### src/sv/pts_pkg.sv
// Shared types and constants of the profile table statistics core.
// No dependencies; imported by every module of the block.
`default_nettype none
package pts_pkg;

    localparam int MAX_ROWS = 256;
    localparam int ROW_W = 9;
    localparam int DIV_CNT_W = 6;
    localparam logic [DIV_CNT_W-1:0] DIV_LAST = DIV_CNT_W'(63);

    localparam logic [19:0] USEC_PER_S = 20'd1000000;
    localparam logic [9:0] PERMILLE = 10'd1000;

    localparam logic [ROW_W-1:0] ROW_CAP = ROW_W'(MAX_ROWS);
    localparam logic [ROW_W-1:0] ROW_LIMIT_RST = ROW_W'(256);

    typedef enum logic [1:0] {
        CFG_TIMER_FREQ   = 2'd0,
        CFG_BLOCK_PERIOD = 2'd1,
        CFG_ROW_LIMIT    = 2'd2,
        CFG_UNUSED       = 2'd3
    } t_cfg_idx;

    // One classified entry on its way from the front end to the back end.
    typedef struct packed {
        logic [31:0]      tag;
        logic [31:0]      runs;
        logic [63:0]      sum;
        logic [63:0]      peak;
        logic [31:0]      overruns;
        logic             last;
        logic             valid;
        logic [ROW_W-1:0] rows;
    } t_job;

endpackage
`default_nettype wire

### src/sv/profile_table_statistics_core.sv
// Top level of the profile table statistics core: configuration registers,
// front end, entry queue and back end. Depends on pts_pkg and all pts_ modules.
//
// Entries go in through a push/full queue port and one result per entry comes
// out through an empty/pop port. The front end classifies an entry on the cycle
// it is pushed and stores it in a two-entry queue, so pushes continue while the
// back end works. In the back end a row entry makes four passes of the shared
// radix-2 divider (mean cycles, mean time, peak time, load) plus multiply, add
// and handoff steps, from leaving the queue until its result is waiting. A zero
// frequency or a zero period skips the divider passes it makes pointless. A
// skipped entry goes straight to the handoff state. The back end starts the next
// entry only once the result register has been popped. Configuration writes
// take effect at once and are meant to be made while no entry is in flight.
`default_nettype none
module profile_table_statistics_core import pts_pkg::*; (
    input  wire logic             i_clk,
    input  wire logic             i_rst_n,
    input  wire logic             i_cfg_we,
    input  wire logic [1:0]       i_cfg_idx,
    input  wire logic [31:0]      i_cfg_data,
    input  wire logic             push,
    output logic                  full,
    input  wire logic [31:0]      i_entry_tag,
    input  wire logic [31:0]      i_run_count,
    input  wire logic [63:0]      i_cycle_sum,
    input  wire logic [63:0]      i_cycle_peak,
    input  wire logic [31:0]      i_overrun_count,
    input  wire logic             i_end_of_table,
    output logic                  empty,
    input  wire logic             pop,
    output logic                  o_row_valid,
    output logic [31:0]           o_row_tag,
    output logic [31:0]           o_row_runs,
    output logic [31:0]           o_mean_us,
    output logic [31:0]           o_peak_us,
    output logic [31:0]           o_row_load,
    output logic [31:0]           o_row_overruns,
    output logic [31:0]           o_load_sum,
    output logic [9:0]            o_headroom_permille,
    output logic [ROW_W-1:0]      o_rows_so_far,
    output logic                  o_last_row
);

    logic [31:0]      r_freq;
    logic [31:0]      r_period;
    logic [ROW_W-1:0] r_row_limit;
    logic             w_accept;
    t_job             w_front_job;
    t_job             w_queue_job;
    logic             w_queue_empty;
    logic             w_take;

    assign w_accept = push && !full;

    always_ff @(posedge i_clk) begin
        if (!i_rst_n) begin
            r_freq      <= '0;
            r_period    <= '0;
            r_row_limit <= ROW_LIMIT_RST;
        end else if (i_cfg_we) begin
            unique case (t_cfg_idx'(i_cfg_idx))
                CFG_TIMER_FREQ:   r_freq      <= i_cfg_data;
                CFG_BLOCK_PERIOD: r_period    <= i_cfg_data;
                CFG_ROW_LIMIT:    r_row_limit <= i_cfg_data[ROW_W-1:0];
                default:          r_freq      <= r_freq;
            endcase
        end
    end

    pts_front u_front (
        .i_clk           (i_clk),
        .i_rst_n         (i_rst_n),
        .i_accept        (w_accept),
        .i_row_limit     (r_row_limit),
        .i_entry_tag     (i_entry_tag),
        .i_run_count     (i_run_count),
        .i_cycle_sum     (i_cycle_sum),
        .i_cycle_peak    (i_cycle_peak),
        .i_overrun_count (i_overrun_count),
        .i_end_of_table  (i_end_of_table),
        .o_job           (w_front_job)
    );

    pts_queue u_queue (
        .i_clk   (i_clk),
        .i_rst_n (i_rst_n),
        .i_wr    (w_accept),
        .i_job   (w_front_job),
        .i_rd    (w_take),
        .o_job   (w_queue_job),
        .o_full  (full),
        .o_empty (w_queue_empty)
    );

    pts_back u_back (
        .i_clk               (i_clk),
        .i_rst_n             (i_rst_n),
        .i_job_ready         (!w_queue_empty),
        .i_job               (w_queue_job),
        .o_job_take          (w_take),
        .i_freq              (r_freq),
        .i_period            (r_period),
        .i_pop               (pop),
        .o_empty             (empty),
        .o_row_valid         (o_row_valid),
        .o_row_tag           (o_row_tag),
        .o_row_runs          (o_row_runs),
        .o_mean_us           (o_mean_us),
        .o_peak_us           (o_peak_us),
        .o_row_load          (o_row_load),
        .o_row_overruns      (o_row_overruns),
        .o_load_sum          (o_load_sum),
        .o_headroom_permille (o_headroom_permille),
        .o_rows_so_far       (o_rows_so_far),
        .o_last_row          (o_last_row)
    );

    // Headroom and total load must always agree in a waiting result.
    a_headroom: assert property (@(posedge i_clk) disable iff (!i_rst_n)
        !empty |-> ((o_load_sum >= 32'(PERMILLE)) ? (o_headroom_permille == '0)
                    : (32'(o_headroom_permille) + o_load_sum == 32'(PERMILLE))))
        else $error("headroom does not match total load");

    // A skipped entry carries no times and no load.
    a_skipped_zero: assert property (@(posedge i_clk) disable iff (!i_rst_n)
        (!empty && !o_row_valid) |-> (o_mean_us == '0 && o_peak_us == '0
                                       && o_row_load == '0 && o_row_tag == '0))
        else $error("skipped entry carries nonzero fields");

    // The row count never passes the hard table limit.
    a_rows_bound: assert property (@(posedge i_clk) disable iff (!i_rst_n)
        !empty |-> (o_rows_so_far <= ROW_CAP))
        else $error("row count above limit");

endmodule
`default_nettype wire

### src/sv/pts_front.sv
// Front end: classifies each accepted entry and keeps the table's row count.
// Depends on pts_pkg.
`default_nettype none
module pts_front import pts_pkg::*; (
    input  wire logic             i_clk,
    input  wire logic             i_rst_n,
    input  wire logic             i_accept,
    input  wire logic [ROW_W-1:0] i_row_limit,
    input  wire logic [31:0]      i_entry_tag,
    input  wire logic [31:0]      i_run_count,
    input  wire logic [63:0]      i_cycle_sum,
    input  wire logic [63:0]      i_cycle_peak,
    input  wire logic [31:0]      i_overrun_count,
    input  wire logic             i_end_of_table,
    output t_job                  o_job
);

    logic [ROW_W-1:0] r_rows;
    logic [ROW_W-1:0] n_rows;
    logic [ROW_W-1:0] w_cap;
    logic             w_valid;
    logic [ROW_W-1:0] w_rows;

    assign w_cap   = (i_row_limit < ROW_CAP) ? i_row_limit : ROW_CAP;
    assign w_valid = (i_run_count != 32'd0) && (r_rows < w_cap);
    assign w_rows  = w_valid ? r_rows + ROW_W'(1) : r_rows;

    always_comb begin
        o_job.tag      = i_entry_tag;
        o_job.runs     = i_run_count;
        o_job.sum      = i_cycle_sum;
        o_job.peak     = i_cycle_peak;
        o_job.overruns = i_overrun_count;
        o_job.last     = i_end_of_table;
        o_job.valid    = w_valid;
        o_job.rows     = w_rows;
    end

    always_comb begin
        n_rows = r_rows;
        if (i_accept) begin
            n_rows = i_end_of_table ? '0 : w_rows;
        end
    end

    always_ff @(posedge i_clk) begin
        if (!i_rst_n) begin
            r_rows <= '0;
        end else begin
            r_rows <= n_rows;
        end
    end

endmodule
`default_nettype wire

### src/sv/pts_queue.sv
// Two-entry queue of classified entries between the front and back ends.
// Depends on pts_pkg.
`default_nettype none
module pts_queue import pts_pkg::*; (
    input  wire logic i_clk,
    input  wire logic i_rst_n,
    input  wire logic i_wr,
    input  t_job      i_job,
    input  wire logic i_rd,
    output t_job      o_job,
    output logic      o_full,
    output logic      o_empty
);

    t_job       r_slot [2];
    logic       r_wr_ptr;
    logic       r_rd_ptr;
    logic [1:0] r_count;

    assign o_job   = r_slot[r_rd_ptr];
    assign o_full  = (r_count == 2'd2);
    assign o_empty = (r_count == 2'd0);

    always_ff @(posedge i_clk) begin
        if (i_wr) begin
            r_slot[r_wr_ptr] <= i_job;
        end
    end

    always_ff @(posedge i_clk) begin
        if (!i_rst_n) begin
            r_wr_ptr <= 1'b0;
            r_rd_ptr <= 1'b0;
            r_count  <= 2'd0;
        end else begin
            if (i_wr) begin
                r_wr_ptr <= ~r_wr_ptr;
            end
            if (i_rd) begin
                r_rd_ptr <= ~r_rd_ptr;
            end
            r_count <= r_count + {1'b0, i_wr} - {1'b0, i_rd};
        end
    end

endmodule
`default_nettype wire

### src/sv/pts_div.sv
// Radix-2 restoring divider: 64-bit dividend by 32-bit divisor, one bit per cycle.
// Depends on pts_pkg.
`default_nettype none
module pts_div import pts_pkg::*; (
    input  wire logic        i_clk,
    input  wire logic        i_rst_n,
    input  wire logic        i_start,
    input  wire logic [63:0] i_dividend,
    input  wire logic [31:0] i_divisor,
    output logic             o_done,
    output logic [63:0]      o_quotient
);

    logic [63:0]          r_q;
    logic [31:0]          r_rem;
    logic [31:0]          r_div;
    logic [DIV_CNT_W-1:0] r_cnt;
    logic                 r_busy;
    logic                 r_done;
    logic [32:0]          w_shift;
    logic [32:0]          w_diff;
    logic                 w_ge;

    assign w_shift    = {r_rem, r_q[63]};
    assign w_ge       = w_shift >= {1'b0, r_div};
    assign w_diff     = w_shift - {1'b0, r_div};
    assign o_done     = r_done;
    assign o_quotient = r_q;

    always_ff @(posedge i_clk) begin
        if (i_start) begin
            r_q   <= i_dividend;
            r_rem <= '0;
            r_div <= i_divisor;
        end else if (r_busy) begin
            r_q   <= {r_q[62:0], w_ge};
            r_rem <= w_ge ? w_diff[31:0] : w_shift[31:0];
        end
    end

    always_ff @(posedge i_clk) begin
        if (!i_rst_n) begin
            r_busy <= 1'b0;
            r_done <= 1'b0;
            r_cnt  <= '0;
        end else begin
            r_done <= 1'b0;
            if (i_start) begin
                r_busy <= 1'b1;
                r_cnt  <= '0;
            end else if (r_busy) begin
                r_cnt <= r_cnt + DIV_CNT_W'(1);
                if (r_cnt == DIV_LAST) begin
                    r_busy <= 1'b0;
                    r_done <= 1'b1;
                end
            end
        end
    end

endmodule
`default_nettype wire

### src/sv/pts_back.sv
// Back end: sequences the divisions and multiplications of one entry, keeps the
// table's load total and holds the finished result. Depends on pts_pkg, pts_div.
`default_nettype none
module pts_back import pts_pkg::*; (
    input  wire logic             i_clk,
    input  wire logic             i_rst_n,
    input  wire logic             i_job_ready,
    input  t_job                  i_job,
    output logic                  o_job_take,
    input  wire logic [31:0]      i_freq,
    input  wire logic [31:0]      i_period,
    input  wire logic             i_pop,
    output logic                  o_empty,
    output logic                  o_row_valid,
    output logic [31:0]           o_row_tag,
    output logic [31:0]           o_row_runs,
    output logic [31:0]           o_mean_us,
    output logic [31:0]           o_peak_us,
    output logic [31:0]           o_row_load,
    output logic [31:0]           o_row_overruns,
    output logic [31:0]           o_load_sum,
    output logic [9:0]            o_headroom_permille,
    output logic [ROW_W-1:0]      o_rows_so_far,
    output logic                  o_last_row
);

    typedef enum logic [8:0] {
        S_IDLE     = 9'b000000001,
        S_MEAN_DIV = 9'b000000010,
        S_MUL_LO   = 9'b000000100,
        S_MUL_HI   = 9'b000001000,
        S_ADD      = 9'b000010000,
        S_US_DIV   = 9'b000100000,
        S_LOAD_MUL = 9'b001000000,
        S_LOAD_DIV = 9'b010000000,
        S_DONE     = 9'b100000000
    } t_state;

    t_state      r_state;
    t_job        r_job;
    logic [63:0] r_x;
    logic [51:0] r_plo;
    logic [31:0] r_phi;
    logic        r_conv_peak;
    logic [31:0] r_mean;
    logic [31:0] r_peak;
    logic [31:0] r_load;
    logic [31:0] r_acc;
    logic        r_out_full;

    logic        w_div_start;
    logic [63:0] w_div_dividend;
    logic [31:0] w_div_divisor;
    logic        w_div_done;
    logic [63:0] w_div_q;
    logic [51:0] w_mul_lo;
    logic [51:0] w_mul_hi;
    logic [41:0] w_mul_load;
    logic [63:0] w_half;
    logic [31:0] w_acc_next;

    assign o_job_take = (r_state == S_IDLE) && i_job_ready && !r_out_full;
    assign o_empty    = !r_out_full;

    assign w_mul_lo   = r_x[31:0] * USEC_PER_S;
    assign w_mul_hi   = r_x[63:32] * USEC_PER_S;
    assign w_mul_load = r_mean * PERMILLE;
    assign w_half     = {33'd0, i_freq[31:1]};
    assign w_acc_next = r_job.valid ? r_acc + r_load : r_acc;

    always_comb begin
        w_div_start    = 1'b0;
        w_div_dividend = i_job.sum;
        w_div_divisor  = i_job.runs;
        unique case (r_state)
            S_IDLE: begin
                w_div_start = o_job_take && i_job.valid;
            end
            S_ADD: begin
                w_div_start    = (i_freq != 32'd0);
                w_div_dividend = 64'(r_plo) + {r_phi, 32'd0} + w_half;
                w_div_divisor  = i_freq;
            end
            S_LOAD_MUL: begin
                w_div_start    = (i_period != 32'd0);
                w_div_dividend = 64'(w_mul_load);
                w_div_divisor  = i_period;
            end
            default: begin
                w_div_start = 1'b0;
            end
        endcase
    end

    pts_div u_div (
        .i_clk      (i_clk),
        .i_rst_n    (i_rst_n),
        .i_start    (w_div_start),
        .i_dividend (w_div_dividend),
        .i_divisor  (w_div_divisor),
        .o_done     (w_div_done),
        .o_quotient (w_div_q)
    );

    always_ff @(posedge i_clk) begin
        unique case (r_state)
            S_IDLE: begin
                r_job  <= i_job;
                r_mean <= '0;
                r_peak <= '0;
                r_load <= '0;
                r_conv_peak <= 1'b0;
            end
            S_MEAN_DIV: begin
                r_x <= w_div_q;
            end
            S_MUL_LO: begin
                r_plo <= w_mul_lo;
            end
            S_MUL_HI: begin
                r_phi <= w_mul_hi[31:0];
            end
            S_ADD: begin
                // A zero frequency turns the time into zero without dividing.
                if (i_freq == 32'd0 && r_conv_peak) begin
                    r_peak <= '0;
                end else if (i_freq == 32'd0) begin
                    r_mean      <= '0;
                    r_x         <= r_job.peak;
                    r_conv_peak <= 1'b1;
                end
            end
            S_US_DIV: begin
                if (w_div_done && r_conv_peak) begin
                    r_peak <= w_div_q[31:0];
                end else if (w_div_done) begin
                    r_mean      <= w_div_q[31:0];
                    r_x         <= r_job.peak;
                    r_conv_peak <= 1'b1;
                end
            end
            S_LOAD_MUL: begin
                r_load <= '0;
            end
            S_LOAD_DIV: begin
                if (w_div_done) begin
                    r_load <= w_div_q[31:0];
                end
            end
            S_DONE: begin
                o_row_valid         <= r_job.valid;
                o_row_tag           <= r_job.valid ? r_job.tag : '0;
                o_row_runs          <= r_job.valid ? r_job.runs : '0;
                o_row_overruns      <= r_job.valid ? r_job.overruns : '0;
                o_mean_us           <= r_mean;
                o_peak_us           <= r_peak;
                o_row_load          <= r_load;
                o_load_sum          <= w_acc_next;
                o_headroom_permille <= (w_acc_next >= 32'(PERMILLE)) ? '0
                                       : PERMILLE - w_acc_next[9:0];
                o_rows_so_far       <= r_job.rows;
                o_last_row          <= r_job.last;
            end
            default: begin
                r_x <= r_x;
            end
        endcase
    end

    always_ff @(posedge i_clk) begin
        if (!i_rst_n) begin
            r_state    <= S_IDLE;
            r_acc      <= '0;
            r_out_full <= 1'b0;
        end else begin
            if (i_pop && r_out_full) begin
                r_out_full <= 1'b0;
            end
            unique case (r_state)
                S_IDLE: begin
                    if (o_job_take) begin
                        r_state <= i_job.valid ? S_MEAN_DIV : S_DONE;
                    end
                end
                S_MEAN_DIV: begin
                    if (w_div_done) begin
                        r_state <= S_MUL_LO;
                    end
                end
                S_MUL_LO: r_state <= S_MUL_HI;
                S_MUL_HI: r_state <= S_ADD;
                S_ADD: begin
                    if (i_freq != 32'd0) begin
                        r_state <= S_US_DIV;
                    end else begin
                        r_state <= r_conv_peak ? S_LOAD_MUL : S_MUL_LO;
                    end
                end
                S_US_DIV: begin
                    if (w_div_done) begin
                        r_state <= r_conv_peak ? S_LOAD_MUL : S_MUL_LO;
                    end
                end
                S_LOAD_MUL: begin
                    r_state <= (i_period != 32'd0) ? S_LOAD_DIV : S_DONE;
                end
                S_LOAD_DIV: begin
                    if (w_div_done) begin
                        r_state <= S_DONE;
                    end
                end
                S_DONE: begin
                    r_acc      <= r_job.last ? '0 : w_acc_next;
                    r_out_full <= 1'b1;
                    r_state    <= S_IDLE;
                end
                default: r_state <= S_IDLE;
            endcase
        end
    end

endmodule
`default_nettype wire
### config.mk
export PLATFORM = sky130hd
export DESIGN_NAME = profile_table_statistics_core
export DESIGN_NICKNAME = d
export VERILOG_FILES = /design/src/sv/pts_pkg.sv /design/src/sv/profile_table_statistics_core.sv /design/src/sv/pts_front.sv /design/src/sv/pts_queue.sv /design/src/sv/pts_div.sv /design/src/sv/pts_back.sv
export SDC_FILE = /design/constraint.sdc
export NUM_CORES = 2
export LEC_CHECK = 0
export BUFFER_PORTS_ARGS = -buffer_cell sky130_fd_sc_hd__buf_2
export CORE_ASPECT_RATIO = 1.2
export CORE_MARGIN = 1.5
export CORE_UTILIZATION = 40
export CTS_BUF_LIST = sky130_fd_sc_hd__clkbuf_2 sky130_fd_sc_hd__clkbuf_4 sky130_fd_sc_hd__clkbuf_8
export DETAILED_ROUTE_END_ITERATION = 8
export PLACE_DENSITY_LB_ADDON = 0.25
export SYNTH_ARGS = -nofsm -noshare
export SYNTH_HDL_FRONTEND = slang
export SYNTH_HIERARCHICAL = 1
export SYNTH_SLANG_ARGS = --single-unit
### constraint.sdc
create_clock -name i_clk -period 39.2 [get_ports i_clk]
set_clock_uncertainty 0.15 [all_clocks]
set_input_delay 3.92 -clock i_clk [delete_from_list [all_inputs] [get_ports i_clk]]
set_output_delay 3.92 -clock i_clk [all_outputs]
set_load 0.01 [all_outputs]
==> metrics.txt <==
Slew Limit Fails 0; Mean Syn Cell Area 12.7 um^2; Synth Instances 5,909; Worst-path clk slew 0.06 ns; clk root buf clkbuf_8; status finished clean; Syn Nets 6,914; period utilisation layout 17.5%; PD cells 100 nW/um^2; maximum VDD drop 0.0764 mV; CTS sink count 1,360; ANT nets after route 0; static leakage 33.8 nW; critical path, cell by cell inv_1, fa_1, inv_1, fa_1, fa_1, fa_1, ha_1, inv_1, fa_1, inv_1, ha_1, nand2_1, o21ai_0, or3_1, o21a_1, a21oi_1, a221oi_1, a22oi_1, o221ai_1, or4b_2, nand4_1; Combinational Power Share 57.3%; Clock Path Buffers 3; number of fill cells 17,200; Std-Cell Rows 174; area delta synth->final 10.5%; Sequential cell area 39,200 um^2; drt first pass iters 5; # Post-CTS Setup Buffers 0; Switch Pwr 3.56 mW; # resized after CTS 0; Peak Freq 146 MHz; DP Cell Count 8,517; Crit. End Element flip-flop; CP startpoint kind flip-flop; Total GRT Usage 19.7%; CP max stage cell or4b_2; # H-tree levels 4; Ys Warns 6; share of power burned in registers 27.7%; CP peak stage delay 0.63 ns; Die H 478 um; Layout Cells excl Fill 8,933; finished layout cell area 83,000 um^2; Core Area 187,000 um^2; detail-routed via count per cell 5.15; max_cap viols 0; Mapped Area 75,000 um^2; final setup vio count 0; final worst setup slack 32.35 ns; hold crit path type reg -> reg; Place WS 32.30 ns; final wirelength 189,000 um; Worst slew margin 23.0%; Hold Buf Count CTS 0; die width 398 um; RePlAce Congestion 0.914; Skew-Pair Late Insertion Delay 1.00 ns; most used cell, CP fa_1; layout cells sized above 1 20.0%; CP Buf/Inv Count 4; Cell Area, Placed 78,500 um^2; multi-input logic area 31,200 um^2; switching portion of total power 42.9%; nets 7,274; RSZ-0062 raised after global routing no; die area 190,000 um^2; detailed router's first-iteration violation count 2,848; DR WL/cell 21.1 um; Clk pwr share 15.0%; register-to-register setup slack 32.35 ns; HPWL Detailed 141,000 um; cell family with most CP delay adder cells; vias in the first global route 46,200; Num CTS Buffers 214; via count 46,000; CTS tree done; final setup TNS 0 ns; critical path class reg -> reg; largest net degree at the start of global routing 83; fin crit period 6.85 ns; Final Hold Fails 0; P_int 4.74 mW; Initial Util 40.2%; Req. time, crit path 39.89 ns; global-route wire length before repair 283,000 um; residual DRC count 0; peak fanout along the critical path 6; critical path arrival 7.54 ns; IO Count 511; initial antenna violation count 97; port bufs 504; Worst-Margin Slew 1.15 ns; grt ovf 0
[metrics by stage]
| stage | hold slack [ns] | util (%) | power, mW |
|---|---|---|---|
| after detailed placement | 0.255 | 42.0 | 7.02 |
| after CTS | 0.258 | 44.4 | 8.34 |
| after global placement | 0.254 | 42.0 | 6.99 |
| final | 0.261 | 44.4 | 8.30 |
| after floorplan | 0.250 | - | 5.90 |
| after global routing | 0.268 | 44.4 | 9.05 |
[worst paths after layout]
check                              startpoint                             end  depth (start not counted)
setup / recovery      u_back/r_x[2]$_DFFE_PP_      u_back/r_plo[48]$_DFFE_PP_                         21
hold / removal    u_back/r_peak[15]$_DFFE_PP_  u_back/o_peak_us[15]$_DFFE_PP_                          0
setup reg to reg      u_back/r_x[2]$_DFFE_PP_      u_back/r_plo[48]$_DFFE_PP_                         21
hold reg to reg   u_back/r_peak[15]$_DFFE_PP_  u_back/o_peak_us[15]$_DFFE_PP_                          0
[power groups by stage]
| stage | sequential [mW] | combinational (mW) | clock, mW |
|---|---|---|---|
| 3_5_place_dp | 2.32 | 4.70 | 0 |
| 4_1_cts | 2.30 | 4.76 | 1.29 |
| 2_1_floorplan | 2.26 | 3.64 | 0 |
| 3_3_place_gp | 2.32 | 4.67 | 0 |
| 5_1_grt | 2.32 | 5.37 | 1.35 |
| 6_report | 2.30 | 4.75 | 1.25 |
[worst reg2reg max path, cell delays in order, from the launching register on]
cell,delay (ns)
edfxtp_1,0.53
inv_1,0.15
fa_1,0.55
inv_1,0.05
fa_1,0.50
fa_1,0.60
fa_1,0.43
ha_1,0.29
inv_1,0.05
fa_1,0.50
inv_1,0.04
ha_1,0.33
nand2_1,0.08
o21ai_0,0.15
or3_1,0.34
o21a_1,0.23
a21oi_1,0.32
a221oi_1,0.19
a22oi_1,0.29
o221ai_1,0.21
or4b_2,0.63
nand4_1,0.10
[cells in the final DEF (no fill, tap or decap), types with 59 or more instances in the layout]
master and instances:
a22oi_1 77, nor2b_1 59, fa_1 322, nor2_1 157
xnor2_1 130, dfxtp_1 168, edfxtp_1 1191, mux2_4 145
inv_1 567, nand2_1 561, a21o_1 95, mux2_2 165
xor2_1 71, and2_1 192, ha_1 419, o21ai_0 144
nand3_1 107, clkbuf_4 61, mux2i_1 85, a21oi_1 181
clkbuf_8 220, buf_2 503
[flip-flops by register name (all words and copies together) (netlist names), 26 cells and up, named ones only]
register / cells
u_back/r_peak: 32
u_back/o_mean_us: 32
u_back/r_x: 58
u_back/o_row_runs: 32
u_back/r_mean: 32
r_freq: 32
u_back/u_div/r_rem: 32
u_back/o_row_load: 32
u_back/r_job: 165
r_period: 32
u_back/o_row_tag: 32
u_back/o_row_overruns: 32
u_back/o_peak_us: 32
u_back/r_acc: 32
u_back/u_div/o_quotient: 64
u_queue/r_slot: 458
u_back/o_load_sum: 32
u_back/r_load: 32
u_back/r_plo: 46
u_back/u_div/r_div: 32
u_back/r_phi: 26
[cell type report]
type	count	share of cell area [%]
tap	2464	3.72
clock buffer	281	4.20
timing repair buffer	553	3.49
multi-input combinational	3565	37.6
sequential	1360	47.2
inverter	575	2.62
clock inverter	112	1.13
antenna	23	0.0694
[per-layer routing]
metal | up-vias | GRT usage, % | share of wire, %
met3 | 385 | 5.64 | 7.9
li1 | 21700 | - | -
met1 | 22600 | 27.4 | 45
met4 | 106 | 5.88 | 2.7
met5 | - | 0 | 0.34
met2 | 1317 | 29.7 | 44
Note: power is estimated with default switching activity, not from simulation.
